## config.mk

```make
export PLATFORM = sky130hd
export DESIGN_NAME = ogb_ctrl
export DESIGN_NICKNAME = d
export VERILOG_FILES = /design/src/rtl/core/ogb_pkg.sv /design/src/rtl/core/ogb_ctrl.sv
export SDC_FILE = /design/constraint.sdc
export NUM_CORES = 1
export LEC_CHECK = 0
export BUFFER_PORTS_ARGS = -buffer_cell sky130_fd_sc_hd__buf_2
export CELL_PAD_IN_SITES_DETAIL_PLACEMENT = 0
export CELL_PAD_IN_SITES_GLOBAL_PLACEMENT = 2
export CORE_AREA = 2 2 51 53
export DETAILED_ROUTE_END_ITERATION = 16
export DIE_AREA = 0 0 53 55
export PLACE_DENSITY = 0.88
export SLEW_MARGIN = 15
export SYNTH_ARGS = -nofsm -noshare
export SYNTH_HDL_FRONTEND = slang
export SYNTH_SLANG_ARGS = --single-unit
```

## constraint.sdc

```tcl
create_clock -name clk_i -period 4.2 [get_ports clk_i]
set_input_delay 0.21 -clock clk_i [delete_from_list [all_inputs] [get_ports clk_i]]
set_output_delay 0.21 -clock clk_i [all_outputs]
set_load 0.02 [all_outputs]
```

## src/rtl/core/ogb_pkg.sv

```systemverilog
// ----------------------------------------------------------------------------
// Occupancy grid builder package
// Grid geometry, fixed-point constants, lookup tables and the command and
// status groups shared by the controller and the datapath.
// ----------------------------------------------------------------------------
package ogb_pkg;

  localparam int GRID_SIDE   = 200;
  localparam int CELL_MM     = 100;
  localparam int MAX_RAYS    = 64;
  localparam int SINE_DEPTH  = 1024;

  localparam int CENTRE_MM   = GRID_SIDE * CELL_MM / 2;
  localparam int CENTRE_CELL = CENTRE_MM / CELL_MM;
  localparam int Q15_ONE     = 32768;
  localparam int CELL_Q      = CELL_MM * Q15_ONE;
  localparam int CENTRE_REM  = (CENTRE_MM % CELL_MM) * Q15_ONE;
  localparam int MAX_STEPS   = 4 * GRID_SIDE;

  localparam int ADDR_W  = $clog2(GRID_SIDE * GRID_SIDE);
  localparam int IDX_W   = $clog2(GRID_SIDE) + 1;
  localparam int STEP_W  = $clog2(MAX_STEPS + 1);
  localparam int SIN_AW  = $clog2(SINE_DEPTH);
  localparam int REM_W   = $clog2(CELL_Q) + 3;
  localparam int RAY_W   = $clog2(MAX_RAYS + 1);
  localparam int PT_W    = $clog2(Q15_ONE + CENTRE_MM) + 2;

  // Reciprocal for the point index division; one correction step follows.
  localparam int PT_SHIFT = 24;
  localparam int PT_RECIP = (2 ** PT_SHIFT) / CELL_MM;

  localparam logic [31:0] RAY_STEP_PHASE = 32'd34192521;
  localparam logic [31:0] HEADING_PHASE  = 32'd1073197483;
  localparam logic [31:0] QUARTER_PHASE  = 32'h4000_0000;
  localparam logic [63:0] HALF_PI_Q30    = 64'd1686629713;

  localparam int CFG_IDX_W  = 2;
  localparam int CFG_DATA_W = 12;
  localparam logic [CFG_IDX_W-1:0] REG_HEIGHT = 2'd0;
  localparam logic [CFG_IDX_W-1:0] REG_FOV    = 2'd1;
  localparam logic [11:0] HEIGHT_RESET = 12'hFF6;
  localparam logic [7:0]  FOV_RESET    = 8'd58;

  typedef enum logic [1:0] {
    CELL_UNKNOWN  = 2'd0,
    CELL_FREE     = 2'd1,
    CELL_OCCUPIED = 2'd2
  } cell_e;

  typedef enum logic [1:0] {
    MODE_CLEAR = 2'd0,
    MODE_POINT = 2'd1,
    MODE_TRACE = 2'd2,
    MODE_READ  = 2'd3
  } mode_e;

  typedef logic [15:0]      sine_tab_t [SINE_DEPTH];
  typedef logic [31:0]      fan_tab_t  [256];
  typedef logic [RAY_W-1:0] rays_tab_t [256];

  // Quarter-wave sine in Q15 from a 13th-order Taylor series in Q30.
  function automatic sine_tab_t build_sine();
    sine_tab_t   t;
    logic [63:0] a;
    logic [63:0] term;
    longint      sum;
    for (int k = 0; k < SINE_DEPTH; k++) begin
      a    = HALF_PI_Q30 * 64'(k) / SINE_DEPTH;
      term = a;
      sum  = longint'(a);
      for (int n = 1; n <= 6; n++) begin
        term = (term * a) >> 30;
        term = ((term * a) >> 30) / 64'((2 * n) * (2 * n + 1));
        if (n % 2 == 1) begin
          sum = sum - longint'(term);
        end else begin
          sum = sum + longint'(term);
        end
      end
      if (sum < 0) begin
        sum = 0;
      end
      t[k] = 16'((sum + 16384) >> 15);
    end
    return t;
  endfunction

  function automatic fan_tab_t build_fan();
    fan_tab_t t;
    for (int f = 0; f < 256; f++) begin
      t[f] = 32'((64'(f) << 32) / 360);
    end
    return t;
  endfunction

  function automatic rays_tab_t build_rays();
    rays_tab_t   t;
    logic [31:0] n;
    for (int f = 0; f < 256; f++) begin
      n = 32'((64'(f) << 32) / 360) / RAY_STEP_PHASE;
      if (n > MAX_RAYS) begin
        n = MAX_RAYS;
      end
      t[f] = RAY_W'(n);
    end
    return t;
  endfunction

  localparam fan_tab_t  FAN_TAB  = build_fan();
  localparam rays_tab_t RAYS_TAB = build_rays();

  typedef struct packed {
    logic load;
    logic clr_step;
    logic pt_div;
    logic pt_fix;
    logic pt_write;
    logic rd_issue;
    logic rd_capture;
    logic ray_init;
    logic rom_cos;
    logic rom_sin;
    logic trig_latch;
    logic grid_read;
    logic step;
    logic next_ray;
    logic emit;
  } ogb_cmd_t;

  typedef struct packed {
    logic clr_last;
    logic ray_done;
    logic ray_live;
    logic cell_occ;
    logic step_out;
    logic res_busy;
  } ogb_status_t;

endpackage

```

## src/rtl/core/ogb_ctrl.sv

```systemverilog
// ----------------------------------------------------------------------------
// Occupancy grid builder controller
// Sequences clear sweeps, point writes, cell reads and the ray walk.
// ----------------------------------------------------------------------------
module ogb_ctrl import ogb_pkg::*; (
  input  logic        clk_i,
  input  logic        rst_ni,
  input  logic        in_valid_i,
  input  logic [1:0]  in_mode_i,
  output logic        in_ready_o,
  input  ogb_status_t st_i,
  output ogb_cmd_t    cmd_o
);

  localparam logic [3:0] S_BOOT     = 4'd0;
  localparam logic [3:0] S_IDLE     = 4'd1;
  localparam logic [3:0] S_CLEAR    = 4'd2;
  localparam logic [3:0] S_PT_DIV   = 4'd3;
  localparam logic [3:0] S_PT_FIX   = 4'd4;
  localparam logic [3:0] S_PT_WR    = 4'd5;
  localparam logic [3:0] S_RD_ISS   = 4'd6;
  localparam logic [3:0] S_RD_CAP   = 4'd7;
  localparam logic [3:0] S_RAY_INIT = 4'd8;
  localparam logic [3:0] S_RAY_CHK  = 4'd9;
  localparam logic [3:0] S_RAY_SIN  = 4'd10;
  localparam logic [3:0] S_RAY_TRIG = 4'd11;
  localparam logic [3:0] S_RAY_RD   = 4'd12;
  localparam logic [3:0] S_RAY_STEP = 4'd13;
  localparam logic [3:0] S_DONE     = 4'd14;

  logic [3:0] state_q, state_d;

  assign in_ready_o = (state_q == S_IDLE);

  always_comb begin
    state_d = state_q;
    cmd_o   = '0;
    case (state_q)
      S_BOOT: begin
        cmd_o.clr_step = 1'b1;
        if (st_i.clr_last) state_d = S_IDLE;
      end
      S_IDLE: begin
        if (in_valid_i) begin
          cmd_o.load = 1'b1;
          case (in_mode_i)
            MODE_CLEAR: state_d = S_CLEAR;
            MODE_POINT: state_d = S_PT_DIV;
            MODE_TRACE: state_d = S_RAY_INIT;
            default:    state_d = S_RD_ISS;
          endcase
        end
      end
      S_CLEAR: begin
        cmd_o.clr_step = 1'b1;
        if (st_i.clr_last) state_d = S_DONE;
      end
      S_PT_DIV: begin
        cmd_o.pt_div = 1'b1;
        state_d      = S_PT_FIX;
      end
      S_PT_FIX: begin
        cmd_o.pt_fix = 1'b1;
        state_d      = S_PT_WR;
      end
      S_PT_WR: begin
        cmd_o.pt_write = 1'b1;
        state_d        = S_DONE;
      end
      S_RD_ISS: begin
        cmd_o.rd_issue = 1'b1;
        state_d        = S_RD_CAP;
      end
      S_RD_CAP: begin
        cmd_o.rd_capture = 1'b1;
        state_d          = S_DONE;
      end
      S_RAY_INIT: begin
        cmd_o.ray_init = 1'b1;
        state_d        = S_RAY_CHK;
      end
      S_RAY_CHK: begin
        if (st_i.ray_done) begin
          state_d = S_DONE;
        end else begin
          cmd_o.rom_cos = 1'b1;
          state_d       = S_RAY_SIN;
        end
      end
      S_RAY_SIN: begin
        cmd_o.rom_sin = 1'b1;
        state_d       = S_RAY_TRIG;
      end
      S_RAY_TRIG: begin
        cmd_o.trig_latch = 1'b1;
        state_d          = S_RAY_RD;
      end
      S_RAY_RD: begin
        if (st_i.ray_live) begin
          cmd_o.grid_read = 1'b1;
          state_d         = S_RAY_STEP;
        end else begin
          cmd_o.next_ray = 1'b1;
          state_d        = S_RAY_CHK;
        end
      end
      S_RAY_STEP: begin
        if (st_i.cell_occ) begin
          cmd_o.next_ray = 1'b1;
          state_d        = S_RAY_CHK;
        end else begin
          cmd_o.step = 1'b1;
          if (st_i.step_out) begin
            cmd_o.next_ray = 1'b1;
            state_d        = S_RAY_CHK;
          end else begin
            state_d = S_RAY_RD;
          end
        end
      end
      S_DONE: begin
        if (!st_i.res_busy) begin
          cmd_o.emit = 1'b1;
          state_d    = S_IDLE;
        end
      end
      default: state_d = S_IDLE;
    endcase
  end

  always_ff @(posedge clk_i or negedge rst_ni) begin
    if (!rst_ni) begin
      state_q <= S_BOOT;
    end else begin
      state_q <= state_d;
    end
  end

endmodule

```

==> run summary, run 1 <==
YOSYS
-------------------------------------------------------------------------------------------------
Portion of the post-synthesis area used by sequential elements                              0.205
Yosys synthesis warning count                                                                   0
Synth Register Bits                                                                             4
Avg Synthesized Cell Area                                                              6.61 sq um
Total nets after synthesis                                                                     85
Ranking of synthesized cells by area                                                 dfrtp_1, nor3_1, nor2_1
Library cell with the largest summed area after synthesis                                 dfrtp_1
Post-Syn Instances                                                                             74
Cell area after synthesis                                                               489 sq um
Top cell type's share of synthesized area                                                   0.205
Number of distinct library cell variants in the gate-level netlist after synthesis             31

PLACEMENT
-------------------------------------------------------------------------------------------------
Final Wtd Congestion                                                                        0.885
Count of port buffers added during placement                                                   26
Detailed-placement wirelength estimate                                               1210 microns

DETAILED ROUTING
-------------------------------------------------------------------------------------------------
Count of routing violations after the opening detailed-route iteration                         12
Total wire length after detailed routing                                             1590 microns
Average wire length per cell after detail routing                                    12.3 microns
Total number of vias                                                                          632
Post-detailed-route count of antenna-violating nets                                             0
Number of detailed-route iterations in the first pass                                           4
Vias per Instance                                                                            4.90
Remaining routing DRC violations                                                                0

SETUP PATH
-------------------------------------------------------------------------------------------------
Buffers and inverters on the worst path                                                         1
Endpoint required time on the critical path                                               3.99 ns
Critical Path End Type                                                                output port
Delay of the slowest cell on the worst path                                               0.51 ns
CP Launch Type                                                                               flop
Worst Reg-to-Reg Cells                                                                          3
Cell family contributing the most delay on the critical path                         simple AND/OR/NAND/NOR gates
CP Data Arrival Time                                                                      1.71 ns
Maximum fanout count along the critical path                                                   14
Crit Path Category                                                                     reg -> out
Startpoint of the worst register-to-register path                                      state_q[1]
Endpoint of the worst register-to-register path                                        state_q[2]
Flop2flop setup slack                                                                     2.62 ns
Library cell contributing the largest single delay on the critical path                   dfrtp_1
Crit-path cells                                                                      or2_2 > nor2_1 > and2_1 > buf_2

CTS
-------------------------------------------------------------------------------------------------
CTS Buf Count                                                                                   3
CTS sink count                                                                                  4
Clk slew on worst S/H paths                                                               0.04 ns
Setup repair bufs after CTS                                                                     0
Cell chosen for the clock root                                                           clkbuf_4
TritonCTS clock tree                                                                         done
CTS H-tree depth                                                                                1
Number of cells upsized or downsized after cts                                                  0
Number of buffers on the longest clock path                                                     2
Clock insertion delay at the later pin of the skew report                                 0.24 ns

STA
-------------------------------------------------------------------------------------------------
TNS Setup                                                                                    0 ns
Final setup fails                                                                               0
Measured slew at the worst slew-check pin                                                0.512 ns
Max Transition Viols Final                                                                      0
Unrepaired setup endpoints after global routing                                                no
Final period demand of the worst path                                                     1.92 ns
Max frequency                                                                           0.520 GHz
Post-route clock skew                                                                  0.00841 ns
Worst rel slew slack                                                                        0.659
Final hold viol count                                                                           0
Final cycle utilization of the critical path                                                0.458

DIE
-------------------------------------------------------------------------------------------------
Number of top-level design ports                                                               27
Placeable core area                                                                    2360 sq um
Vert. Die Dim                                                                          55 microns
Starting utilization of the core area                                                       0.207
Width of the chip                                                                      53 microns
Die ar.                                                                                2920 sq um
Row cnt                                                                                        18

GLOBAL ROUTE
-------------------------------------------------------------------------------------------------
First-pass GRT wire length                                                           2400 microns
Initial antenna violation count                                                                 0
Vias in the first global route                                                                528
Total global routing overflow                                                                   0
Pin count of the biggest net entering global routing                                           19
GRT Overall Usage                                                                           0.113

MIN PATH
-------------------------------------------------------------------------------------------------
Type of the tightest min-delay check                                                  in -> async

RUN
-------------------------------------------------------------------------------------------------
Max capacitance violation total                                                                 0

FINISH
-------------------------------------------------------------------------------------------------
Largest registers                                                                    state_q: 4 flops
Number of nets in the layout                                                                  112
Ratio of cells with drive above 1 in the final layout                                       0.313
Flip-flop count of the largest register after layout                                            4
Top reg by flops                                                                          state_q
Area Overhead vs Synth                                                                      34.8%
Final core utilization                                                                      0.279
ANT cells                                                                                       0

RUN STATUS
-------------------------------------------------------------------------------------------------
Outcome                                                                                 completed

POWER
-------------------------------------------------------------------------------------------------
Lkg Pwr                                                                               0.000322 uW
Ratio of total power to cell area                                                     744 nW/um^2
Maximum resistive drop on vdd                                                            0.231 mV

[Yosys cell counts]
cell type	n
mux2_2	1
dfrtp_1	4
a2111oi_0	1
inv_1	4
o211ai_1	1
a2bb2oi_1	2
a311oi_1	1
o32ai_1	1
buf_6	1
o21ai_0	1
a21oi_1	5
or2_2	1
or3_1	1
or2_0	1
nand2b_1	3
o22ai_1	1
nand3_1	1
nor2_1	12
nand2_1	8
nor3_1	9
and2_1	1
or3b_1	1
a21o_1	2
o21a_1	1
nor3b_1	1
clkbuf_1	1
nor2b_1	2
a32oi_1	1
a22oi_1	1
buf_2	3
nor4b_1	1
[repair_timing]
action	in CTS	in global routing
setup endpoints to repair	0	0
hold endpoints to repair	4	0
hold buffers	1	0
[per-layer routing]
layer / GRT usage / share of wire / wire length (microns) / vias to the layer above
li1: - / - / - / 310
met1: 0.164 / 0.47 / 741 / 292
met2: 0.165 / 0.46 / 738 / 30
met3: 0.0242 / 0.071 / 113 / 0
met4: 0.0385 / 0 / 0 / 0
met5: 0 / 0 / 0 / -
[cell families after synthesis]
family,after synthesis,synth area share
AND/OR/NAND/NOR,42,0.422
flip-flops,4,0.205
multiplexers,1,0.0230
AO/OA/AOI/OAI,18,0.258
buffers and inverters,9,0.0920
[cell type report]
cell class / count / area [sq um]
multi-input cells: 61 / 344
fillers: 268 / 1710
repair buffers: 27 / 140
inverters: 4 / 15.0
clock buffers: 3 / 22.5
flip-flops and latches: 4 / 100
well taps: 30 / 37.5
[report_power, final]
part,internal (uW),switching (uW)
clock,32.0,17.0
sequential,59.4,74.0
combinational,127,182
total,218,273
[cells in the final DEF (no fill, tap or decap), types with 2 or more instances in the layout]
cell type	instances
nand2b_1	3
inv_1	4
a21o_1	2
nand2_1	8
clkbuf_4	3
a2bb2oi_1	2
dfrtp_1	4
nor2_1	12
nor2b_1	2
a21oi_1	5
nor3_1	9
buf_2	26
[worst reg2reg max path: stages, from the launching register on]
cell       delay [ns]
dfrtp_1          0.65
nand2b_1         0.30
nor3_1           0.37
a2bb2oi_1        0.20
[how the worst max path moves through the flow]
stage	startpoint	end	cells past startpoint
after floorplan	state_q[1]	cmd_o[1]	3
after global placement	state_q[3]	cmd_o[14]	4
after detailed placement	state_q[1]	cmd_o[14]	4
after CTS	state_q[1]	cmd_o[14]	4
after global routing	state_q[1]	cmd_o[14]	4
final	state_q[2]	cmd_o[14]	4
[through the flow]
step | hold slack [ns] | area (sq um) | worst slack (ns) | cells | power (uW)
CTS | 0.296 | 659 | 2.29 | 129 | 493
finish | 0.298 | 659 | 2.28 | 129 | 491
floorplan | -0.0856 | 489 | 2.25 | 74 | 368
global placement | 0.0150 | 627 | 2.57 | 125 | 438
detailed placement | 0.0199 | 627 | 2.55 | 125 | 439
global route | 0.307 | 659 | 2.14 | 129 | 542
Note: power is estimated with default switching activity, not from simulation.
==> run 2: changes to the inputs <==
Settings changed: ABC_AREA from default to 1, CORE_AREA 2 2 51 53 to 2 2 56 58, DIE_AREA 0 0 53 55 to 0 0 58 60, PLACE_DENSITY 0.88 to 0.84.
Clock period 4.2 ns to 1.9 ns, I/O delays scaled along.
==> run summary, run 2 <==
STA
-------------------------------------------------------------------------------------------------
Measured slew at the worst slew-check pin                                                0.316 ns
Worst rel slew slack                                                                        0.788
Max Transition Viols Final                                                                      0
Final cycle utilization of the critical path                                                0.873
Max frequency                                                                           0.603 GHz
Post-route clock skew                                                                  0.00642 ns
TNS Setup                                                                                    0 ns
Final setup fails                                                                               0
WHS                                                                                      0.166 ns
Unrepaired setup endpoints after global routing                                                no
Final hold viol count                                                                           0
Final period demand of the worst path                                                     1.66 ns

GLOBAL ROUTE
-------------------------------------------------------------------------------------------------
Total global routing overflow                                                                   0
First-pass GRT wire length                                                           2580 microns
Initial antenna violation count                                                                 0
Vias in the first global route                                                                651
GRT Overall Usage                                                                          0.0965
Pin count of the biggest net entering global routing                                            9

YOSYS
-------------------------------------------------------------------------------------------------
Total nets after synthesis                                                                    111
Library cell with the largest summed area after synthesis                                 nand2_1
Number of distinct library cell variants in the gate-level netlist after synthesis             18
Ys flop type                                                                              dfrtp_1
Async set or reset register ratio after synthesis                                            1.00
Library cell with the highest instance count after synthesis                              nand2_1
Avg Synthesized Cell Area                                                              5.26 sq um
Synth Register Bits                                                                             4
Portion of the post-synthesis area used by sequential elements                              0.190
Commonest cells in the synthesized netlist                                           nand2_1, nor2_1, inv_1, nand3_1
Ranking of synthesized cells by area                                                 nand2_1, dfrtp_1, nor2_1
Cell area after synthesis                                                               526 sq um
Yosys synthesis warning count                                                                   0
Post-synth EDFFs                                                                                0
Post-Syn Instances                                                                            100
Top cell type's share of synthesized area                                                   0.236

POWER
-------------------------------------------------------------------------------------------------
Sequential Power Share                                                                      0.194
Portion of total power attributed to the clock network                                      0.092
Part of the power in combinational logic                                                    0.715
Internal power summed over all cells                                                       471 uW
Net load switching power                                                                   673 uW
Lkg Pwr                                                                               0.000505 uW
Ratio of total power to cell area                                                    1590 nW/um^2
Maximum resistive drop on vdd                                                            0.485 mV
Sw Ratio                                                                                    0.588

CTS
-------------------------------------------------------------------------------------------------
CTS sink count                                                                                  4
CTS H-tree depth                                                                                1
TritonCTS clock tree                                                                         done
CTS Buf Count                                                                                   3
Clk slew on worst S/H paths                                                               0.04 ns
Cell chosen for the clock root                                                           clkbuf_4
Number of buffers on the longest clock path                                                     2
Clock insertion delay at the later pin of the skew report                                 0.24 ns

DIE
-------------------------------------------------------------------------------------------------
Vert. Die Dim                                                                          60 microns
Placeable core area                                                                    2900 sq um
Starting utilization of the core area                                                       0.181
Die ar.                                                                                3480 sq um
Number of top-level design ports                                                               27
Row cnt                                                                                        20
Width of the chip                                                                      58 microns

FINISH
-------------------------------------------------------------------------------------------------
Number of nets in the layout                                                                  142
Ratio of cells with drive above 1 in the final layout                                       0.310
FF/Latch Area                                                                           100 sq um
Fillers                                                                                       352
ANT cells                                                                                       0
Largest registers                                                                    state_q: 4 flops
Most frequent cells in the layout                                                    nand2_1, buf_2, nor2_1, inv_1, nand3_1
Flip-flop count of the largest register after layout                                            4
Top reg by flops                                                                          state_q
Multi-input combinational cell area                                                     347 sq um
Area Overhead vs Synth                                                                      37.4%
Commonest non-fill, non-tap cell in the layout                                            nand2_1
Final core utilization                                                                      0.249

SETUP PATH
-------------------------------------------------------------------------------------------------
Delay of the slowest cell on the worst path                                               0.47 ns
Endpoint required time on the critical path                                               1.80 ns
CP Launch Type                                                                               flop
Library cell contributing the largest single delay on the critical path                   dfrtp_1
Crit Path Category                                                                     reg -> out
Critical Path End Type                                                                output port
Maximum fanout count along the critical path                                                    8
CP Data Arrival Time                                                                      1.56 ns
Crit-path cells                                                                      inv_2 > nor2_4 > inv_1 > nor4_1 > buf_2

RUN STATUS
-------------------------------------------------------------------------------------------------
Outcome                                                                                 completed

DETAILED ROUTING
-------------------------------------------------------------------------------------------------
Number of detailed-route iterations in the first pass                                           4
Vias per Instance                                                                            4.19
Average wire length per cell after detail routing                                    9.86 microns
Remaining routing DRC violations                                                                0
Total number of vias                                                                          678
Count of routing violations after the opening detailed-route iteration                          4
Post-detailed-route count of antenna-violating nets                                             0
Total wire length after detailed routing                                             1600 microns

PLACEMENT
-------------------------------------------------------------------------------------------------
Count of port buffers added during placement                                                   26
Final Wtd Congestion                                                                        0.794
Detailed-placement wirelength estimate                                               1370 microns

MIN PATH
-------------------------------------------------------------------------------------------------
Type of the tightest min-delay check                                                    in -> reg

RUN
-------------------------------------------------------------------------------------------------
Max capacitance violation total                                                                 0

run 2: through the flow:
step	cells	setup WS, ns	instance area [sq um]	total power (uW)
floorplan	100	0.443	526	835
global placement	158	0.512	689	1050
detailed placement	158	0.538	689	1050
CTS	162	0.274	722	1160
global route	162	0.120	722	1290
finish	162	0.241	722	1140
run 2: cell families after synthesis:
kind of cell           after synthesis  share of synthesized area
AO/OA/AOI/OAI                        5                     0.0619
buffers and inverters               20                      0.150
flip-flops                           4                      0.190
AND/OR/NAND/NOR                     71                      0.598
run 2: final timing paths:
check	from	endpoint	depth (start not counted)	slack, ns
setup / recovery	state_q[0]	cmd_o[6]	5	0.24
hold / removal	in_valid_i	state_q[0]	4	0.17
setup reg to reg	state_q[2]	state_q[2]	8	0.54
hold reg to reg	state_q[1]	state_q[1]	2	0.67
max in group asynchronous	rst_ni	state_q[1]	2	1.58
min in group asynchronous	rst_ni	state_q[0]	2	0.19
run 2: final cells by class:
type	count	share of cell area
Multi-Input combinational cell	76	0.480
Timing Repair Buffer	27	0.194
Sequential cell	4	0.139
Inverter	19	0.0988
Tap cell	33	0.0572
Clock buffer	3	0.0312
run 2: metal layers:
| metal | up-vias | track usage | wire length (microns) |
|---|---|---|---|
| met5 | - | 0 | 0 |
| li1 | 364 | - | - |
| met2 | 19 | 0.166 | 749 |
| met4 | 0 | 0.0399 | 8 |
| met3 | 2 | 0.0173 | 86 |
| met1 | 293 | 0.119 | 754 |
run 2: repair_timing:
action	CTS	global route
gates resized for setup	0	0
hold endpoints to repair	4	0
hold buffers	1	0
setup buffers	0	0
run 2: power groups by stage:
| stage | clock (uW) | sequential, uW | combinational [uW] |
|---|---|---|---|
| floorplan | 0 | 186 | 650 |
| global placement | 0 | 220 | 834 |
| detailed placement | 0 | 219 | 829 |
| CTS | 106 | 219 | 833 |
| global route | 116 | 232 | 937 |
| finish | 105 | 222 | 818 |
run 2: critical path: cells and delay by family, from the launching register on:
kind | cells | cell delay [ns]
buffers and inverters | 3 | 0.42
DFF | 1 | 0.47
and+or+nand+nor | 2 | 0.43
==> run 3: changes to the inputs <==
Settings changed: ABC_CLOCK_PERIOD_IN_PS from default to 1900, REMOVE_ABC_BUFFERS from default to 1.
==> run summary, run 3 (synthesis gave the netlist of run 2 again) <==
PLACEMENT
-------------------------------------------------------------------------------------
Final Wtd Congestion                                                            0.809
Cell area after placement                                                   689 sq um
Count of port buffers added during placement                                       26
Detailed-placement wirelength estimate                                   1350 microns

SETUP PATH
-------------------------------------------------------------------------------------
CP Launch Type                                                                   flop
CP Data Arrival Time                                                          1.49 ns
Crit. Startpoint                                                           state_q[0]
Worst Setup EP                                                               cmd_o[6]
Endpoint of the worst register-to-register path                            state_q[3]
Startpoint of the worst register-to-register path                          state_q[1]
Worst Reg-to-Reg Cells                                                              7
Critical Path End Type                                                    output port
Maximum fanout count along the critical path                                        8
Endpoint required time on the critical path                                   1.80 ns
Crit Path Category                                                         reg -> out
Flop2flop setup slack                                                         0.56 ns

FINISH
-------------------------------------------------------------------------------------
Largest registers                                                        state_q: 4 flops
Fillers                                                                           340
Ratio of cells with drive above 1 in the final layout                           0.310
Commonest non-fill, non-tap cell in the layout                                nand2_1
Flip-flop count of the largest register after layout                                4
Area Overhead vs Synth                                                          37.4%
Top reg by flops                                                              state_q
Summed area of non-filler cells in the final layout                         722 sq um
Most frequent cells in the layout                                        nand2_1, buf_2, nor2_1, inv_1, nand3_1
Number of nets in the layout                                                      142
ANT cells                                                                           0

GLOBAL ROUTE
-------------------------------------------------------------------------------------
Pin count of the biggest net entering global routing                                9
Total global routing overflow                                                       0
Initial antenna violation count                                                     0
Vias in the first global route                                                    654
First-pass GRT wire length                                               2570 microns
GRT Overall Usage                                                              0.0928

DIE
-------------------------------------------------------------------------------------
Row cnt                                                                            20
Placeable core area                                                        2900 sq um
Width of the chip                                                          58 microns
Number of top-level design ports                                                   27
Die ar.                                                                    3480 sq um
Starting utilization of the core area                                           0.181
Vert. Die Dim                                                              60 microns

DETAILED ROUTING
-------------------------------------------------------------------------------------
Post-detailed-route count of antenna-violating nets                                 0
Average wire length per cell after detail routing                        9.54 microns
Count of routing violations after the opening detailed-route iteration             15
Remaining routing DRC violations                                                    0
Total number of vias                                                              681
Vias per Instance                                                                4.20
Number of detailed-route iterations in the first pass                               4
Total wire length after detailed routing                                 1550 microns

CTS
-------------------------------------------------------------------------------------
Number of buffers on the longest clock path                                         2
Clock insertion delay at the later pin of the skew report                     0.23 ns
TritonCTS clock tree                                                             done
Number of cells upsized or downsized after cts                                      0
CTS sink count                                                                      4
Setup repair bufs after CTS                                                         0
CTS Buf Count                                                                       3
Cell chosen for the clock root                                               clkbuf_4
CTS H-tree depth                                                                    1
Clk slew on worst S/H paths                                                   0.04 ns

STA
-------------------------------------------------------------------------------------
Final hold viol count                                                               0
Final cycle utilization of the critical path                                    0.832
Post-route clock skew                                                      0.00314 ns
Worst rel slew slack                                                            0.795
TNS Setup                                                                        0 ns
Final setup fails                                                                   0
Max frequency                                                               0.633 GHz
Max Transition Viols Final                                                          0
Unrepaired setup endpoints after global routing                                    no
Measured slew at the worst slew-check pin                                    0.307 ns
Final period demand of the worst path                                         1.58 ns

POWER
-------------------------------------------------------------------------------------
Maximum resistive drop on vdd                                                0.494 mV
Lkg Pwr                                                                   0.000505 uW
Ratio of total power to cell area                                        1570 nW/um^2
Part of the power in combinational logic                                        0.717
Sw Ratio                                                                        0.585
Net load switching power                                                       665 uW
Sequential Power Share                                                          0.192
Portion of total power attributed to the clock network                          0.091
Internal power summed over all cells                                           472 uW

RUN STATUS
-------------------------------------------------------------------------------------
Outcome                                                                     completed

RUN
-------------------------------------------------------------------------------------
Max capacitance violation total                                                     0

MIN PATH
-------------------------------------------------------------------------------------
Type of the tightest min-delay check                                        in -> reg

run 3: area by class of cell:
class	count	area [sq um]	area share
repair buffers	27	140	0.194
multi-input cells	76	347	0.480
flip-flops and latches	4	100	0.139
inverters	19	71.3	0.0988
clock buffers	3	22.5	0.0312
well taps	33	41.3	0.0572
run 3: worst max-delay path, stage by stage (launching register included):
cell	delay, ns
dfrtp_1	0.46
inv_2	0.10
nor2_4	0.21
inv_1	0.09
nor4_1	0.18
buf_2	0.22
run 3: layer usage:
metal,vias to the layer above,GRT usage,routed length [microns]
met5,-,0,0
met4,0,0.0465,21
met3,2,0.0216,117
met2,32,0.143,720
met1,277,0.121,686
li1,370,-,-
run 3: stage by stage:
step | hold WS (ns) | power (uW) | worst slack (ns) | cells | utilization
after floorplan | -0.201 | 821 | 0.443 | 99 | -
after global placement | -0.0992 | 1060 | 0.505 | 158 | 0.238
after detailed placement | -0.0946 | 1040 | 0.545 | 158 | 0.238
after CTS | 0.175 | 1150 | 0.303 | 162 | 0.249
after global routing | 0.204 | 1280 | 0.182 | 162 | 0.249
final | 0.175 | 1140 | 0.319 | 162 | 0.249
run 3: how the worst min path moves through the flow:
stage / cells after the start / endpoint / slack [ns] / startpoint
final: 4 / state_q[0] / 0.17 / in_valid_i
after global routing: 4 / state_q[0] / 0.20 / in_valid_i
after CTS: 4 / state_q[0] / 0.17 / in_valid_i
after detailed placement: 1 / state_q[1] / -0.09 / rst_ni
after global placement: 1 / state_q[1] / -0.1 / rst_ni
after floorplan: 0 / state_q[0] / -0.20 / rst_ni
run 3: power by group through the flow:
stage | combinational, uW | clock, uW | sequential [uW]
after global routing | 930 | 117 | 229
after detailed placement | 823 | 0 | 219
after global placement | 835 | 0 | 220
after floorplan | 619 | 0 | 202
final | 815 | 104 | 218
after CTS | 827 | 107 | 218
run 3: repair_timing:
item                                    in CTS  in global routing
endpoints found under the setup margin       0                  0
hold endpoints to repair                     4                  0
hold buffers                                 1                  0
